$ cat src/sv/ipv4bl_pkg.sv
// ----------------------------------------------------------------------------
// ipv4bl_pkg
// shared constants and types for the ipv4 source blocklist
// ----------------------------------------------------------------------------
package ipv4bl_pkg;

	// table size and derived widths
	localparam int Capacity = 64;
	localparam int CntW     = $clog2(Capacity + 1);
	localparam int PrefixLvl = $clog2(Capacity);

	// field widths
	localparam int ModeW   = 2;
	localparam int AddrW   = 32;
	localparam int IdxW    = 6;
	localparam int StatusW = 2;
	localparam int OutCntW = 7;

	// stream word widths
	localparam int InDataW  = 40;
	localparam int OutDataW = 48;

	// item kinds
	localparam logic [ModeW-1:0] MODE_CHECK  = 2'd0;
	localparam logic [ModeW-1:0] MODE_ADD    = 2'd1;
	localparam logic [ModeW-1:0] MODE_DELETE = 2'd2;
	localparam logic [ModeW-1:0] MODE_READ   = 2'd3;

	// result status codes
	localparam logic [StatusW-1:0] ST_DONE      = 2'd0;
	localparam logic [StatusW-1:0] ST_DUPLICATE = 2'd1;
	localparam logic [StatusW-1:0] ST_ABSENT    = 2'd2;
	localparam logic [StatusW-1:0] ST_FULL      = 2'd3;

	// common control broadcast to every cell
	typedef struct packed {
		logic capture;
		logic add;
		logic del;
	} cell_ctl_t;

	// per-cell selects computed from the cell position
	typedef struct packed {
		logic in_use;
		logic write_sel;
		logic read_sel;
		logic shift_sel;
	} cell_sel_t;

endpackage

$ cat src/sv/ipv4bl_cell.sv
// ----------------------------------------------------------------------------
// ipv4bl_cell
// one table slot: holds an address, compares it, shifts down on delete
// ----------------------------------------------------------------------------
module ipv4bl_cell (
	input  logic                          clk,
	input  ipv4bl_pkg::cell_ctl_t         ctl,
	input  ipv4bl_pkg::cell_sel_t         sel,
	input  logic [ipv4bl_pkg::AddrW-1:0]  key,
	input  logic [ipv4bl_pkg::AddrW-1:0]  next_entry,
	output logic [ipv4bl_pkg::AddrW-1:0]  entry,
	output logic                          match,
	output logic [ipv4bl_pkg::AddrW-1:0]  rdata
);

	logic [ipv4bl_pkg::AddrW-1:0] entry_q;
	logic                         match_q;
	logic [ipv4bl_pkg::AddrW-1:0] rdata_q;

	always_ff @(posedge clk) begin
		if (ctl.capture) begin
			match_q <= sel.in_use && (entry_q == key);
			rdata_q <= (sel.in_use && sel.read_sel) ? entry_q : '0;
		end
		// append at the fill position, or take the upper neighbor's word
		if (ctl.add && sel.write_sel) begin
			entry_q <= key;
		end else if (ctl.del && sel.shift_sel) begin
			entry_q <= next_entry;
		end
	end

	assign entry = entry_q;
	assign match = match_q;
	assign rdata = rdata_q;

endmodule

$ cat config.mk
export PLATFORM = sky130hd
export DESIGN_NAME = ipv4bl_cell
export DESIGN_NICKNAME = d
export VERILOG_FILES = /design/src/sv/ipv4bl_pkg.sv /design/src/sv/ipv4bl_cell.sv
export SDC_FILE = /design/constraint.sdc
export NUM_CORES = 1
export LEC_CHECK = 0
export BUFFER_PORTS_ARGS = -buffer_cell sky130_fd_sc_hd__buf_2
export CAP_MARGIN = 20
export CORE_MARGIN = 1.5
export CORE_UTILIZATION = 45
export DETAILED_ROUTE_END_ITERATION = 6
export PLACE_DENSITY = 0.82
export SLEW_MARGIN = 20
export SYNTH_ARGS = -nofsm -noshare
export SYNTH_HDL_FRONTEND = slang
export SYNTH_SLANG_ARGS = --single-unit
$ cat constraint.sdc
create_clock -name clk -period 2.01 [get_ports clk]
set_input_delay 0.201 -clock clk [delete_from_list [all_inputs] [get_ports clk]]
set_output_delay 0.201 -clock clk [all_outputs]
set_load 0.02 [all_outputs]
Yosys cells after proc, flatten, opt, wreduce, memory -nomap -nowiden
Cells that the tools add are included.
- flip-flop bits (word level): 65
- output and inout port bits: 65
- logic and storage cells: 11
- equal/unequal tests: 1
- muxes and demuxes: 2
- reduce and logical (&&, ||, !) cells: 5
- operators with widths (cell ; count):
    two-way mux 32 bit ; 2
    equality test 32 bit ; 1
    logical AND 1 bit ; 4
    nonzero test 2 bit ; 1

Depth between registers and ports, before layout
- depth after elaboration: 3
- gate-level depth with buffers: 4
- mapped depth without buffers: 4

Least setup slack after synthesis
No wires, ideal clock.
- path type: input to register
- start: in ctl[1] in the netlist's numbering
- end: reg entry_q, in the netlist entry[0], enable pin
- library setup time: 0.478 ns
- arrival time: 1.136 ns
- path slack: 0.396 ns
- cell stages on the path: 3
- path buffers: 1
- cells stage by stage: nand2_1 buf_2 nand2_1
- cells in the longest elaborated chain, start to end: 2
- RTL lines (what ; line ; text):
    from (decl) ; ipv4bl_cell.sv:7 ; input ipv4bl_pkg::cell_ctl_t ctl,
    logical AND 1 bit ; ipv4bl_cell.sv:26 ; if (ctl.add && sel.write_sel) begin
    nonzero test 2 bit (no line) ; n/a ;
    to (signal assigned) ; ipv4bl_cell.sv:27 ; entry_q <= key;
    to (signal assigned) ; ipv4bl_cell.sv:29 ; entry_q <= next_entry;
    to (decl) ; ipv4bl_cell.sv:16 ; logic [ipv4bl_pkg::AddrW-1:0] entry_q;
No other way between the ends.
A chain may end at the register's enable or synchronous reset.

Worst setup path in the final report
- start: reg entry_q, in the netlist entry[30]
- end: reg match_q, in the netlist match, data pin
- cells in the longest elaborated chain, start to end: 2
- RTL lines (what ; line ; text):
    equality test 32 bit ; ipv4bl_cell.sv:22 ; match_q <= sel.in_use && (entry_q == key);
    logical AND 1 bit ; ipv4bl_cell.sv:22 ;
    to (signal assigned) ; ipv4bl_cell.sv:22 ;
    to (decl) ; ipv4bl_cell.sv:17 ; logic match_q;
No other way between the ends.

==> impl_metrics.json <==
{
  "slew_viol_final": 0,
  "seqPwrFrac_pct": 53.5,
  "tns_ns": 0,
  "sw_frac_of_total_pct": 27.8,
  "clk_path_buf_depth": 2,
  "worstPathMaxFanout": 3,
  "setup_viol": 0,
  "yosysSeqAreaShare_pct": 66.9,
  "synth_area_um2": 2920,
  "drt_iter0_drc": 72,
  "antenna_found_initial": 0,
  "post-cts-setup-buffers": 0,
  "drt_first_pass_iters": 4,
  "combPwrFrac_pct": 18.1,
  "worstSetupStartpointType": "flip-flop",
  "crit_chain": "xor2_1 > nor4_1 > nand4_1 > nor3_2",
  "synthSimpleGateAreaFrac_pct": 9.82,
  "synth_top_family_by_area": "multiplexers",
  "syn-instance-count": 185,
  "yosys_register_bits": 65,
  "start_util_pct": 46.2,
  "first_global_vias": 2178,
  "max_slew.worst_pin.slew_ns": 0.789,
  "grt_max_degree": 34,
  "synth_warnings": 0,
  "critPathKind": "reg -> reg",
  "die_x_um": 83.5,
  "wl_um": 6970,
  "die_area_um2": 6970,
  "muxShareOfSynthArea_pct": 12.4,
  "clk_latency_ns": 0.33,
  "cts_tree": "yes",
  "grt_overflow": 0,
  "intPower_mw": 2.30,
  "maxCapViolCount": 0,
  "synth-compound-area-share_pct": 0,
  "placementRows": 29,
  "cp.required_ns": 2.19,
  "post-dp-hpwl_um": 4820,
  "synth_xor_xnor_area_share_pct": 9.61,
  "area_growth_pct": 31.8,
  "crit_slowest_cell": "nor4_1",
  "hold_class": "in -> reg",
  "viasPerCell": 5.27,
  "vias": 2149,
  "cp_data_arrival_time_ns": 1.82,
  "leakage_nw": 1.77,
  "ir_drop_mv": 0.418,
  "insertedDiodeCount": 0,
  "die_height_um": 83.5,
  "layout-drive-gt1-share_pct": 55.6,
  "route.detailed.drc": 0,
  "fillerInstances": 503,
  "fin_util_pct": 60.9,
  "p_clk_share_pct": 28.4,
  "power.density_nw_per_um2": 828,
  "ant_nets": 0,
  "critPathMaxStageDelay_ns": 0.52,
  "hold_violations": 0,
  "cts_sinks": 65,
  "io_pins": 137,
  "rsz0062_at_grt": "false",
  "track_usage_pct": 20.4,
  "cts_hold_buffers": 0,
  "cts_resized": 0,
  "synth_nets": 257,
  "synth_fa_ha_area_share_pct": 0,
  "fmax_ghz": 0.610,
  "ctsHtreeMaxLevel": 3,
  "grt_pass1_wl_um": 10700,
  "clk_pin_slew_worst_paths_ns": 0.07,
  "cts_buffers": 9,
  "min_period_ns": 1.64,
  "cts_root_buffer": "clkbuf_8",
  "syn_avg_cell_area_um2": 15.8,
  "ys_types": 13,
  "final_nets": 398,
  "gp_congestion": 0.752,
  "skew_ns": 0.00823,
  "endpoint_kind": "flip-flop",
  "relSlewSlack_pct": 47.4,
  "p_sw_uw": 884,
  "final.period_utilization_pct": 81.6,
  "status": "finished clean",
  "core-area_um2": 6310,
  "wl_per_cell_um": 17.1,
  "numPortBuffers": 136
}
## worst max-delay path, delay by kind of cell, from the launching register on
kind / cells / cell delay, ns
simple gates: 3 / 0.90
xor+xnor: 1 / 0.18
flops: 1 / 0.42
## logic make-up after synthesis
family,Yosys count
flops,65
simple gates,47
xor+xnor,32
mux,32
buf+inv,9
## cells in the final DEF, fill, tap and decap left out
master / synthesis / final
and3_1: 32 / 32
buf_12: 0 / 1
buf_2: 3 / 136
buf_4: 0 / 2
clkbuf_1: 6 / 2
clkbuf_8: 0 / 9
clkinv_1: 0 / 2
clkinv_2: 0 / 3
edfxtp_1: 65 / 65
mux2_2: 32 / 32
nand2_1: 3 / 3
nand3_1: 2 / 2
nand4_1: 1 / 1
nor3_1: 1 / 1
nor3_2: 1 / 1
nor4_1: 7 / 7
xnor2_1: 1 / 1
xor2_1: 31 / 31
## routing by layer
metal | up-vias | wire, µm | part of all wire [%] | track usage, %
li1 | 990 | - | - | -
met1 | 1042 | 2830 | 41 | 25.3
met2 | 97 | 3520 | 50 | 33.6
met3 | 20 | 458 | 6.6 | 4.75
met4 | 0 | 157 | 2.3 | 10.3
met5 | - | 0 | 0 | 0
## cell type report
type | count | area [µm²] | area share, %
sequential | 65 | 1950 | 50.8
multi-input combinational | 111 | 927 | 24.1
timing repair buffer | 139 | 716 | 18.6
clock buffer | 11 | 131 | 3.42
tap | 77 | 96.3 | 2.51
clock inverter | 5 | 22.5 | 0.586
## worst paths after layout
kind         cells past startpoint                     end                 from  slack [ns]
max                              4         match$_DFFE_PP_  entry[30]$_DFFE_PP_        0.37
min                              2     entry[22]$_DFFE_PP_       next_entry[22]        0.17
max reg2reg                      4         match$_DFFE_PP_  entry[30]$_DFFE_PP_        0.37
min reg2reg                      1  rdata[2]$_SDFFCE_PN0P_   entry[2]$_DFFE_PP_        0.63
## synthesized netlist by cell type
master	number	area share [%]
and3_1	32	6.9
buf_2	3	0.51
clkbuf_1	6	0.77
edfxtp_1	65	67
mux2_2	32	12
nand2_1	3	0.39
nand3_1	2	0.34
nand4_1	1	0.21
nor3_1	1	0.17
nor3_2	1	0.34
nor4_1	7	1.5
xnor2_1	1	0.30
xor2_1	31	9.3
## sequential cells by signal, indices dropped and copies added, names as in the netlist
register / flops
rdata: 32
match: 1
entry: 32
## power groups by stage
stage / sequential, mW / clock (mW) / combinational (mW)
after detailed placement: 1.73 / 0 / 0.579
after global placement: 1.72 / 0 / 0.569
final: 1.70 / 0.904 / 0.576
after CTS: 1.70 / 0.921 / 0.582
after floorplan: 1.87 / 0 / 0.179
after global routing: 1.71 / 0.987 / 0.621
## per-stage QoR
step | cells | hold WS (ns) | area [µm²] | power, mW | worst slack, ns
floorplan | 185 | 0.313 | 2920 | 2.04 | 0.396
global placement | 392 | 0.504 | 3690 | 2.29 | 0.407
detailed placement | 392 | 0.506 | 3690 | 2.31 | 0.370
CTS | 408 | 0.152 | 3840 | 3.21 | 0.340
global route | 408 | 0.158 | 3840 | 3.32 | 0.285
finish | 408 | 0.166 | 3840 | 3.18 | 0.370
Power figures use the tool's default switching activity.
